--- config.mk ---
export PLATFORM = sky130hd
export DESIGN_NAME = particle_motion_fade_update
export DESIGN_NICKNAME = d
export VERILOG_FILES = /design/src/sv/pmfu_pkg.sv /design/src/sv/particle_motion_fade_update.sv /design/src/sv/pmfu_cfg.sv /design/src/sv/pmfu_core.sv
export SDC_FILE = /design/constraint.sdc
export NUM_CORES = 2
export LEC_CHECK = 0
export BUFFER_PORTS_ARGS = -buffer_cell sky130_fd_sc_hd__buf_2
export CORE_ASPECT_RATIO = 0.7
export CORE_MARGIN = 4
export CORE_UTILIZATION = 55
export DETAILED_ROUTE_END_ITERATION = 10
export GPL_TIMING_DRIVEN = 0
export PLACE_DENSITY_LB_ADDON = 0.08
export SYNTH_ARGS = -nofsm -noshare
export SYNTH_HDL_FRONTEND = slang
export SYNTH_HIERARCHICAL = 1
export SYNTH_SLANG_ARGS = --single-unit
--- constraint.sdc ---
create_clock -name clk -period 16.1 [get_ports clk]
set_input_delay 0 -clock clk [delete_from_list [all_inputs] [get_ports clk]]
set_output_delay 0 -clock clk [all_outputs]
set_load 0.03 [all_outputs]
--- src/sv/pmfu_pkg.sv ---
package pmfu_pkg;

    // Default number of fraction bits of positions and velocities.
    localparam int FRAC_BITS_DEF = 8;

    // Field widths.
    localparam int POS_W    = 21;
    localparam int VEL_W    = 16;
    localparam int BLEND_W  = 6;
    localparam int DELAY_W  = 16;
    localparam int SCROLL_W = 9;
    localparam int GAIN_W   = 18;
    localparam int FADE_W   = 6;
    localparam int VIEW_W   = 12;

    // Signed working width for position sums and bound compares. It covers
    // the widest bound, (4095 + 25) << 8 at the default FRAC_BITS, with room to spare.
    localparam int CALC_W = 28;

    // Stream word widths, padded to whole bytes.
    localparam int S_DATA_W = 112;
    localparam int M_DATA_W = 104;

    // Configuration port.
    localparam int CFG_IDX_W  = 3;
    localparam int CFG_DATA_W = 18;

    localparam logic [CFG_IDX_W-1:0] REG_DAMPING_GAIN = 3'd0;
    localparam logic [CFG_IDX_W-1:0] REG_FADE_RATE    = 3'd1;
    localparam logic [CFG_IDX_W-1:0] REG_VIEW_WIDTH   = 3'd2;
    localparam logic [CFG_IDX_W-1:0] REG_VIEW_HEIGHT  = 3'd3;

    localparam logic [GAIN_W-1:0] DAMPING_GAIN_RST = 18'd65536;
    localparam logic [FADE_W-1:0] FADE_RATE_RST    = 6'd1;
    localparam logic [VIEW_W-1:0] VIEW_WIDTH_RST   = 12'd640;
    localparam logic [VIEW_W-1:0] VIEW_HEIGHT_RST  = 12'd480;

    // Geometry and blend constants, in whole pixels or blend steps.
    localparam int EDGE_MARGIN = 32;
    localparam int FOOTPRINT   = 7;
    localparam logic [BLEND_W:0] BLEND_FULL = 7'd32;

    // Product of a velocity and the damping gain, and its Q2.16 shift.
    localparam int PROD_W     = VEL_W + GAIN_W + 1;
    localparam int GAIN_SHIFT = 16;

    localparam logic signed [POS_W-1:0] POS_MAX = {1'b0, {(POS_W-1){1'b1}}};
    localparam logic signed [POS_W-1:0] POS_MIN = {1'b1, {(POS_W-1){1'b0}}};
    localparam logic signed [VEL_W-1:0] VEL_MAX = {1'b0, {(VEL_W-1){1'b1}}};
    localparam logic signed [VEL_W-1:0] VEL_MIN = {1'b1, {(VEL_W-1){1'b0}}};

    typedef struct packed {
        logic [GAIN_W-1:0] damping_gain;
        logic [FADE_W-1:0] fade_rate;
        logic [VIEW_W-1:0] view_width;
        logic [VIEW_W-1:0] view_height;
    } pmfu_cfg_t;

    typedef struct packed {
        logic signed [POS_W-1:0]    pos_x;
        logic signed [POS_W-1:0]    pos_y;
        logic signed [VEL_W-1:0]    vel_x;
        logic signed [VEL_W-1:0]    vel_y;
        logic [BLEND_W-1:0]         blend_level;
        logic                       alive;
        logic                       ground_scroll;
        logic                       reverse_fade;
        logic [DELAY_W-1:0]         delay_count;
        logic signed [SCROLL_W-1:0] scroll_delta;
        logic                       last_of_system;
    } pmfu_in_t;

    typedef struct packed {
        logic signed [POS_W-1:0] new_pos_x;
        logic signed [POS_W-1:0] new_pos_y;
        logic signed [VEL_W-1:0] new_vel_x;
        logic signed [VEL_W-1:0] new_vel_y;
        logic [BLEND_W-1:0]      new_blend_level;
        logic                    still_alive;
        logic                    system_delayed;
        logic [DELAY_W-1:0]      new_delay;
        logic                    end_of_system;
        logic                    remove_system;
    } pmfu_out_t;

    // Clamp a working-width value to the position range.
    function automatic logic signed [POS_W-1:0] sat_pos(input logic signed [CALC_W-1:0] v);
        logic signed [POS_W-1:0] r;
        if (v > CALC_W'(POS_MAX))
            r = POS_MAX;
        else if (v < CALC_W'(POS_MIN))
            r = POS_MIN;
        else
            r = v[POS_W-1:0];
        return r;
    endfunction

endpackage

--- src/sv/particle_motion_fade_update.sv ---
// Particle motion and fade update.
//
// Particle records arrive as words on the s_ stream, one particle per word,
// with tlast marking the final particle of a particle system. Each word is
// captured in an input register, updated by one pass of logic (scroll, two
// damping multiplies, motion, bounds and blend ramp) and stored in a result
// register that drives the m_ stream, where tlast repeats the end marker.
// The block takes one word per cycle while m_tready is high. Each word
// goes from the input register to the result register, which drives m_tdata.
// When the receiver holds m_tready low the result register holds its word,
// the input register still takes one more word, and s_tready then falls
// until the result moves on. No word is dropped or repeated.
// The configuration channel writes damping_gain, fade_rate, view_width and
// view_height by index; it is always ready and should be used while the
// stream is idle. Reset returns the registers to their defaults, empties
// both pipeline registers and clears the per-system "any particle alive"
// flag, which is otherwise cleared after every word that carries tlast.
module particle_motion_fade_update #(
    parameter int FRAC_BITS = pmfu_pkg::FRAC_BITS_DEF
) (
    input  logic                              clk,
    input  logic                              rst_n,
    input  logic                              s_tvalid,
    output logic                              s_tready,
    // pos_x[20:0], pos_y[41:21], vel_x[57:42], vel_y[73:58], blend_level[79:74],
    // alive[80], ground_scroll[81], reverse_fade[82], delay_count[98:83],
    // scroll_delta[107:99], zero fill above.
    input  logic [pmfu_pkg::S_DATA_W-1:0]     s_tdata,
    input  logic                              s_tlast,
    output logic                              m_tvalid,
    input  logic                              m_tready,
    // new_pos_x[20:0], new_pos_y[41:21], new_vel_x[57:42], new_vel_y[73:58],
    // new_blend_level[79:74], still_alive[80], system_delayed[81],
    // new_delay[97:82], remove_system[98], zero fill above.
    output logic [pmfu_pkg::M_DATA_W-1:0]     m_tdata,
    output logic                              m_tlast,
    input  logic                              cfg_valid,
    output logic                              cfg_ready,
    input  logic [pmfu_pkg::CFG_IDX_W-1:0]    cfg_index,
    input  logic [pmfu_pkg::CFG_DATA_W-1:0]   cfg_data
);
    import pmfu_pkg::*;

    pmfu_cfg_t cfg;
    pmfu_in_t  in_word;
    pmfu_in_t  in_item_reg;
    pmfu_out_t out_item_reg;
    pmfu_out_t result;
    logic      in_valid_reg;
    logic      out_valid_reg;
    logic      any_alive_reg;
    logic      any_alive_next;
    logic      set_alive;
    logic      advance;
    logic      s_take;

    pmfu_cfg u_cfg (
        .clk       (clk),
        .rst_n     (rst_n),
        .cfg_valid (cfg_valid),
        .cfg_ready (cfg_ready),
        .cfg_index (cfg_index),
        .cfg_data  (cfg_data),
        .cfg       (cfg)
    );

    // Unpack the input word.
    assign in_word.pos_x          = s_tdata[20:0];
    assign in_word.pos_y          = s_tdata[41:21];
    assign in_word.vel_x          = s_tdata[57:42];
    assign in_word.vel_y          = s_tdata[73:58];
    assign in_word.blend_level    = s_tdata[79:74];
    assign in_word.alive          = s_tdata[80];
    assign in_word.ground_scroll  = s_tdata[81];
    assign in_word.reverse_fade   = s_tdata[82];
    assign in_word.delay_count    = s_tdata[98:83];
    assign in_word.scroll_delta   = s_tdata[107:99];
    assign in_word.last_of_system = s_tlast;

    // A word moves from the input register to the result register whenever
    // the result register is empty or being drained this cycle.
    assign advance  = in_valid_reg && (!out_valid_reg || m_tready);
    assign s_tready = !in_valid_reg || advance;
    assign s_take   = s_tvalid && s_tready;

    pmfu_core #(
        .FRAC_BITS (FRAC_BITS)
    ) u_core (
        .item           (in_item_reg),
        .cfg            (cfg),
        .any_alive_seen (any_alive_reg),
        .result         (result),
        .set_alive      (set_alive)
    );

    // The flag is updated only when a word is actually processed, so
    // stalls never count a particle twice.
    always_comb
    begin
        any_alive_next = any_alive_reg;
        if (advance)
        begin
            if (in_item_reg.last_of_system)
                any_alive_next = 1'b0;
            else if (set_alive)
                any_alive_next = 1'b1;
        end
    end

    always_ff @(posedge clk or negedge rst_n)
    begin
        if (!rst_n)
        begin
            in_valid_reg  <= 1'b0;
            out_valid_reg <= 1'b0;
            any_alive_reg <= 1'b0;
        end
        else
        begin
            any_alive_reg <= any_alive_next;
            if (s_take)
                in_valid_reg <= 1'b1;
            else if (advance)
                in_valid_reg <= 1'b0;
            if (advance)
                out_valid_reg <= 1'b1;
            else if (m_tready)
                out_valid_reg <= 1'b0;
        end
    end

    always_ff @(posedge clk)
    begin
        if (s_take)
            in_item_reg <= in_word;
        if (advance)
            out_item_reg <= result;
    end

    assign m_tvalid = out_valid_reg;
    assign m_tlast  = out_item_reg.end_of_system;
    assign m_tdata  = {5'd0,
                       out_item_reg.remove_system,
                       out_item_reg.new_delay,
                       out_item_reg.system_delayed,
                       out_item_reg.still_alive,
                       out_item_reg.new_blend_level,
                       out_item_reg.new_vel_y,
                       out_item_reg.new_vel_x,
                       out_item_reg.new_pos_y,
                       out_item_reg.new_pos_x};

endmodule

--- src/sv/pmfu_cfg.sv ---
module pmfu_cfg (
    input  logic                       clk,
    input  logic                       rst_n,
    input  logic                       cfg_valid,
    output logic                       cfg_ready,
    input  logic [pmfu_pkg::CFG_IDX_W-1:0]  cfg_index,
    input  logic [pmfu_pkg::CFG_DATA_W-1:0] cfg_data,
    output pmfu_pkg::pmfu_cfg_t        cfg
);
    import pmfu_pkg::*;

    pmfu_cfg_t cfg_reg;

    assign cfg_ready = 1'b1;
    assign cfg       = cfg_reg;

    // Writes to indexes beyond the register list are dropped.
    always_ff @(posedge clk or negedge rst_n)
    begin
        if (!rst_n)
        begin
            cfg_reg.damping_gain <= DAMPING_GAIN_RST;
            cfg_reg.fade_rate    <= FADE_RATE_RST;
            cfg_reg.view_width   <= VIEW_WIDTH_RST;
            cfg_reg.view_height  <= VIEW_HEIGHT_RST;
        end
        else if (cfg_valid)
        begin
            unique case (cfg_index)
                REG_DAMPING_GAIN: cfg_reg.damping_gain <= cfg_data[GAIN_W-1:0];
                REG_FADE_RATE:    cfg_reg.fade_rate    <= cfg_data[FADE_W-1:0];
                REG_VIEW_WIDTH:   cfg_reg.view_width   <= cfg_data[VIEW_W-1:0];
                REG_VIEW_HEIGHT:  cfg_reg.view_height  <= cfg_data[VIEW_W-1:0];
                default:          ;
            endcase
        end
    end

endmodule

--- src/sv/pmfu_core.sv ---
module pmfu_core #(
    parameter int FRAC_BITS = pmfu_pkg::FRAC_BITS_DEF
) (
    input  pmfu_pkg::pmfu_in_t  item,
    input  pmfu_pkg::pmfu_cfg_t cfg,
    input  logic                any_alive_seen,
    output pmfu_pkg::pmfu_out_t result,
    output logic                set_alive
);
    import pmfu_pkg::*;

    localparam logic signed [CALC_W-1:0] X_LO = CALC_W'(-EDGE_MARGIN) <<< FRAC_BITS;

    logic                       delayed;
    logic [DELAY_W-1:0]         nd;
    logic signed [CALC_W-1:0]   scroll_s;
    logic signed [POS_W-1:0]    y_scr;
    logic signed [PROD_W-1:0]   prod_x;
    logic signed [PROD_W-1:0]   prod_y;
    logic signed [PROD_W-GAIN_SHIFT-1:0] q_x;
    logic signed [PROD_W-GAIN_SHIFT-1:0] q_y;
    logic signed [VEL_W-1:0]    vx_d;
    logic signed [VEL_W-1:0]    vy_d;
    logic signed [POS_W-1:0]    x_mv;
    logic signed [POS_W-1:0]    y_mv;
    logic signed [CALC_W-1:0]   x_hi;
    logic signed [CALC_W-1:0]   y_hi;
    logic                       view_hit;
    logic [BLEND_W:0]           blend_up;
    logic [BLEND_W:0]           blend_dn;
    logic [BLEND_W-1:0]         blend_new;
    logic                       stays;

    assign nd      = (item.delay_count == '0) ? '0 : item.delay_count - 1'b1;
    assign delayed = (nd != '0);

    // Ground-space systems pick up the scroll in whole pixels first.
    assign scroll_s = CALC_W'(item.scroll_delta) <<< FRAC_BITS;
    assign y_scr    = item.ground_scroll ? sat_pos(CALC_W'(item.pos_y) + scroll_s) : item.pos_y;

    // Damping: signed velocity times unsigned Q2.16 gain, floored.
    assign prod_x = item.vel_x * signed'({1'b0, cfg.damping_gain});
    assign prod_y = item.vel_y * signed'({1'b0, cfg.damping_gain});
    assign q_x    = prod_x[PROD_W-1:GAIN_SHIFT];
    assign q_y    = prod_y[PROD_W-1:GAIN_SHIFT];

    always_comb
    begin
        if (q_x > (PROD_W-GAIN_SHIFT)'(VEL_MAX))
            vx_d = VEL_MAX;
        else if (q_x < (PROD_W-GAIN_SHIFT)'(VEL_MIN))
            vx_d = VEL_MIN;
        else
            vx_d = q_x[VEL_W-1:0];
        if (q_y > (PROD_W-GAIN_SHIFT)'(VEL_MAX))
            vy_d = VEL_MAX;
        else if (q_y < (PROD_W-GAIN_SHIFT)'(VEL_MIN))
            vy_d = VEL_MIN;
        else
            vy_d = q_y[VEL_W-1:0];
    end

    assign x_mv = sat_pos(CALC_W'(item.pos_x) + CALC_W'(vx_d));
    assign y_mv = sat_pos(CALC_W'(y_scr) + CALC_W'(vy_d));

    // The footprint is folded into the upper bounds.
    assign x_hi = (signed'(CALC_W'(cfg.view_width)) + CALC_W'(EDGE_MARGIN - FOOTPRINT))
                  <<< FRAC_BITS;
    assign y_hi = (signed'(CALC_W'(cfg.view_height)) - CALC_W'(FOOTPRINT)) <<< FRAC_BITS;

    assign view_hit = (CALC_W'(x_mv) >= X_LO) && (CALC_W'(x_mv) <= x_hi) &&
                      !y_mv[POS_W-1] && (CALC_W'(y_mv) <= y_hi);

    assign blend_up = {1'b0, item.blend_level} + {1'b0, cfg.fade_rate};
    assign blend_dn = {1'b0, item.blend_level} - {1'b0, cfg.fade_rate};

    always_comb
    begin
        stays     = 1'b0;
        blend_new = item.blend_level;
        if (item.reverse_fade)
        begin
            if (item.blend_level != '0)
            begin
                stays     = 1'b1;
                blend_new = (item.blend_level <= cfg.fade_rate) ? '0 : blend_dn[BLEND_W-1:0];
            end
        end
        else if (view_hit && ({1'b0, item.blend_level} < BLEND_FULL))
        begin
            stays     = 1'b1;
            blend_new = (blend_up > BLEND_FULL) ? BLEND_FULL[BLEND_W-1:0]
                                                : blend_up[BLEND_W-1:0];
        end
    end

    assign set_alive = !delayed && item.alive && stays;

    always_comb
    begin
        result.new_delay      = nd;
        result.system_delayed = delayed;
        result.end_of_system  = item.last_of_system;
        result.remove_system  = item.last_of_system && !delayed &&
                                !(any_alive_seen || set_alive);
        if (!delayed && item.alive)
        begin
            result.new_pos_x       = x_mv;
            result.new_pos_y       = y_mv;
            result.new_vel_x       = vx_d;
            result.new_vel_y       = vy_d;
            result.new_blend_level = blend_new;
            result.still_alive     = stays;
        end
        else
        begin
            result.new_pos_x       = item.pos_x;
            result.new_pos_y       = item.pos_y;
            result.new_vel_x       = item.vel_x;
            result.new_vel_y       = item.vel_y;
            result.new_blend_level = item.blend_level;
            result.still_alive     = delayed && item.alive;
        end
    end

endmodule
==> impl_metrics.csv <==
group,metric,value,unit
synth,async_reset_ff_share,19.6,%
clocking,cts-htree-levels,1,
clocking,cts_tree,"done",
final_layout,area_growth_syn_to_layout,13.6,%
timing,tightestPinTransition,1.15,ns
final_layout,largest_register_ff_count,109,
final_layout,finalNetCount,4844,
critical_path,critPathMaxStageDelay,0.61,ns
clocking,cts.clk_slew.worst_paths,0.07,ns
critical_path,crit_path_max_fanout,10,
critical_path,crit_end,"m_tdata[78]",
floorplan,die_width,305,um
critical_path,r2r-end,"m_tdata[78]",
timing,setup_viol,0,
floorplan,row_count,75,
timing,period_share,87.0,%
floorplan,die_h,216,um
synth,netlist_area,0.0340,sq mm
critical_path,startpoint_type,"flip-flop",
final_layout,final_common_cell,"inv_1",
floorplan,start_util,56.1,%
grt,grt_pass1_wl,153000,um
synth,synth_ff_type,"edfxtp_1",
drt,ant_nets,0,
synth,syn_avg_cell_area,9.70,sq um
critical_path,arrival,14.30,ns
grt,antenna_found_initial,8,
clocking,cts.path.max_buffers,3,
critical_path,critPathKind,"reg -> reg",
final_layout,mostFrequentLayoutCells,"581 x inv_1, 447 x fa_1, 418 x nand2_1, 341 x ha_1, 271 x and2_1",
synth,synth_edf_count,209,
critical_path,critPathBufInv,8,
clocking,cts_root_buffer,"clkbuf_16",
timing,rsz0062_at_grt,"false",
status,status,"finished clean",
drt,wire_per_inst,20.4,um
drt,drt_wl_total,97000,um
timing,slew_headroom,23.1,%
timing,hold_viol_final,0,
placement,io_buffer_count,236,
clocking,cts_post_setup_buffers_inserted,0,
synth,synth_cell_types,101,
clocking,numCtsBuffers,27,
timing,max_freq,71.4,MHz
critical_path,path_delay_family,"compound AO/OA/AOI/OAI gates",
critical_path,cp.depth,46,
drt,via_per_inst,5.51,
timing,timing.final.crit_period,14.01,ns
drt,routed-via-count,26200,
synth,syn_inst,3501,
critical_path,required,16.39,ns
synth,yosysSeqAreaShare,22.3,%
timing,clock_skew,0.0279,ns
synth,ys_seq_elements,260,
clocking,cts_hold_buf,144,
clocking,cts.sinks,260,
critical_path,worst_setup_path_end_kind,"flip-flop",
critical_path,r2r_start,"in_item_reg[61]",
drt,drc,0,
clocking,cts_resized,0,
drt,drtIter0Drc,2198,
floorplan,io_pins,247,
final_layout,layout-drive-gt1-share,11.4,%
grt,grt_overflow,0,
final_layout,fillCellCount,5106,
clocking,worstSkewPairLatency,0.60,ns
hold_path,worst_hold_path_type,"in -> reg",
placement,gp_congestion,0.949,
critical_path,r2r_cells,46,
synth,ys_warn_count,6,
timing,slew_viol_final,0,
critical_path,r2r_setup_slack,2.09,ns
timing,timing.setup.tns,0,ns
critical_path,crit_start,"in_item_reg[61]",
floorplan,core_region_area,0.0605,sq mm
placement,dp_hpwl,77500,um
flow_run,drv_cap,0,
grt,grtUsageTotal,29.7,%
critical_path,cpMostUsedCell,"fa_1",
grt,grt_max_degree,102,
grt,grt_pass1_vias,26100,
drt,dr.pass1.iters,5,
floorplan,die_area,0.0659,sq mm
critical_path,crit_slowest_cell,"clkbuf_1",
==> per-layer routing <==
layer / track usage, % / vias to the layer above / share of wire (%)
met3: 7.28 / 88 / 11
met1: 46.1 / 12800 / 47
li1: - / 12200 / -
met2: 43.0 / 1126 / 41
met4: 4.33 / 0 / 1.5
met5: 0 / - / 0
==> worst min path at each step <==
stage	startpoint	end	slack, ns	cells after the start
3_3_place_gp	s_tdata[11]	in_item_reg[99]	0.18	1
4_1_cts	s_tdata[78]	in_item_reg[33]	0.07	2
3_5_place_dp	s_tdata[69]	in_item_reg[46]	0.18	1
2_1_floorplan	rst_n	any_alive_reg	-0.30	0
5_1_grt	s_tdata[85]	in_item_reg[12]	0.10	2
6_report	s_tdata[78]	in_item_reg[33]	0.11	2
==> kinds of logic (layout without fill, tap and decap cells) <==
| family | Yosys count | in the layout | synth area share (%) |
|---|---|---|---|
| fa+ha+maj | 794 | 794 | 39.1 |
| buf+inv | 733 | 1166 | 8.33 |
| mux | 90 | 90 | 3.04 |
| xor+xnor | 117 | 117 | 3.02 |
| compound gates | 455 | 455 | 8.89 |
| other cells | 2 | 12 | 0.0221 |
| simple gates | 1050 | 1050 | 15.4 |
| flops | 260 | 260 | 22.3 |
==> area by class of cell <==
type                       instances  area [sq um]  share of cell area (%)
multi-input combinational       2512         23600                    61.1
sequential                       260          7560                    19.6
timing repair buffer             383          2710                    7.01
inverter                         581          2180                    5.65
tap                              808          1010                    2.62
clock buffer                      37           764                    1.98
buffer                           152           651                    1.69
clock inverter                    13           115                   0.298
antenna                            6          15.0                  0.0389
==> synth_stat cells, types with 6 or more instances <==
cell | n | area (sq um)
or3_1 | 12 | 75.1
xnor2_1 | 73 | 639
inv_1 | 581 | 2180
nand3_1 | 36 | 180
clkbuf_1 | 120 | 450
and3_1 | 14 | 87.6
dfrtp_1 | 43 | 1080
dfstp_2 | 8 | 210
xor2_1 | 44 | 385
o21ai_0 | 85 | 425
and4_1 | 8 | 70.1
a211o_1 | 11 | 96.3
a211oi_1 | 11 | 82.6
a21oi_1 | 134 | 671
buf_2 | 13 | 65.1
fa_1 | 447 | 8950
o21bai_1 | 24 | 180
nor2_1 | 148 | 556
nand2b_1 | 31 | 194
and2_1 | 271 | 1700
o211ai_1 | 10 | 75.1
a21o_1 | 52 | 390
o21a_1 | 12 | 90.1
mux2_2 | 80 | 901
a21oi_2 | 10 | 87.6
nor4_1 | 13 | 81.3
maj3_1 | 6 | 60.1
mux2_4 | 6 | 90.1
nor3_1 | 29 | 145
edfxtp_1 | 209 | 6280
nor2b_1 | 12 | 75.1
o21ai_1 | 9 | 45.0
a31oi_1 | 19 | 119
o31ai_1 | 8 | 60.1
nand4_1 | 19 | 119
ha_1 | 341 | 4270
nand2_1 | 418 | 1570
buf_4 | 11 | 82.6
==> worst reg2reg max path, delay by kind of cell (launching register included) <==
kind,cells,cell delay (ns)
fa+ha+maj,10,4.28
buf+inv,8,2.06
flops,1,0.31
xor+xnor,1,0.46
compound gates,16,4.52
simple gates,11,2.06
==> stage by stage <==
step	setup WS, ns	area [sq um]	std cells	hold WS, ns	util [%]
final	2.09	38600	4752	0.109	63.8
after global placement	2.35	36200	4549	0.176	59.8
after global routing	1.53	38600	4752	0.104	63.8
after floorplan	4.77	34000	3505	-0.296	-
after CTS	2.16	38600	4745	0.0672	63.7
after detailed placement	2.29	36200	4551	0.178	59.9
Power is not shown: default switching activity piles up to over one toggle a cycle in this logic, so the estimate is an artifact.
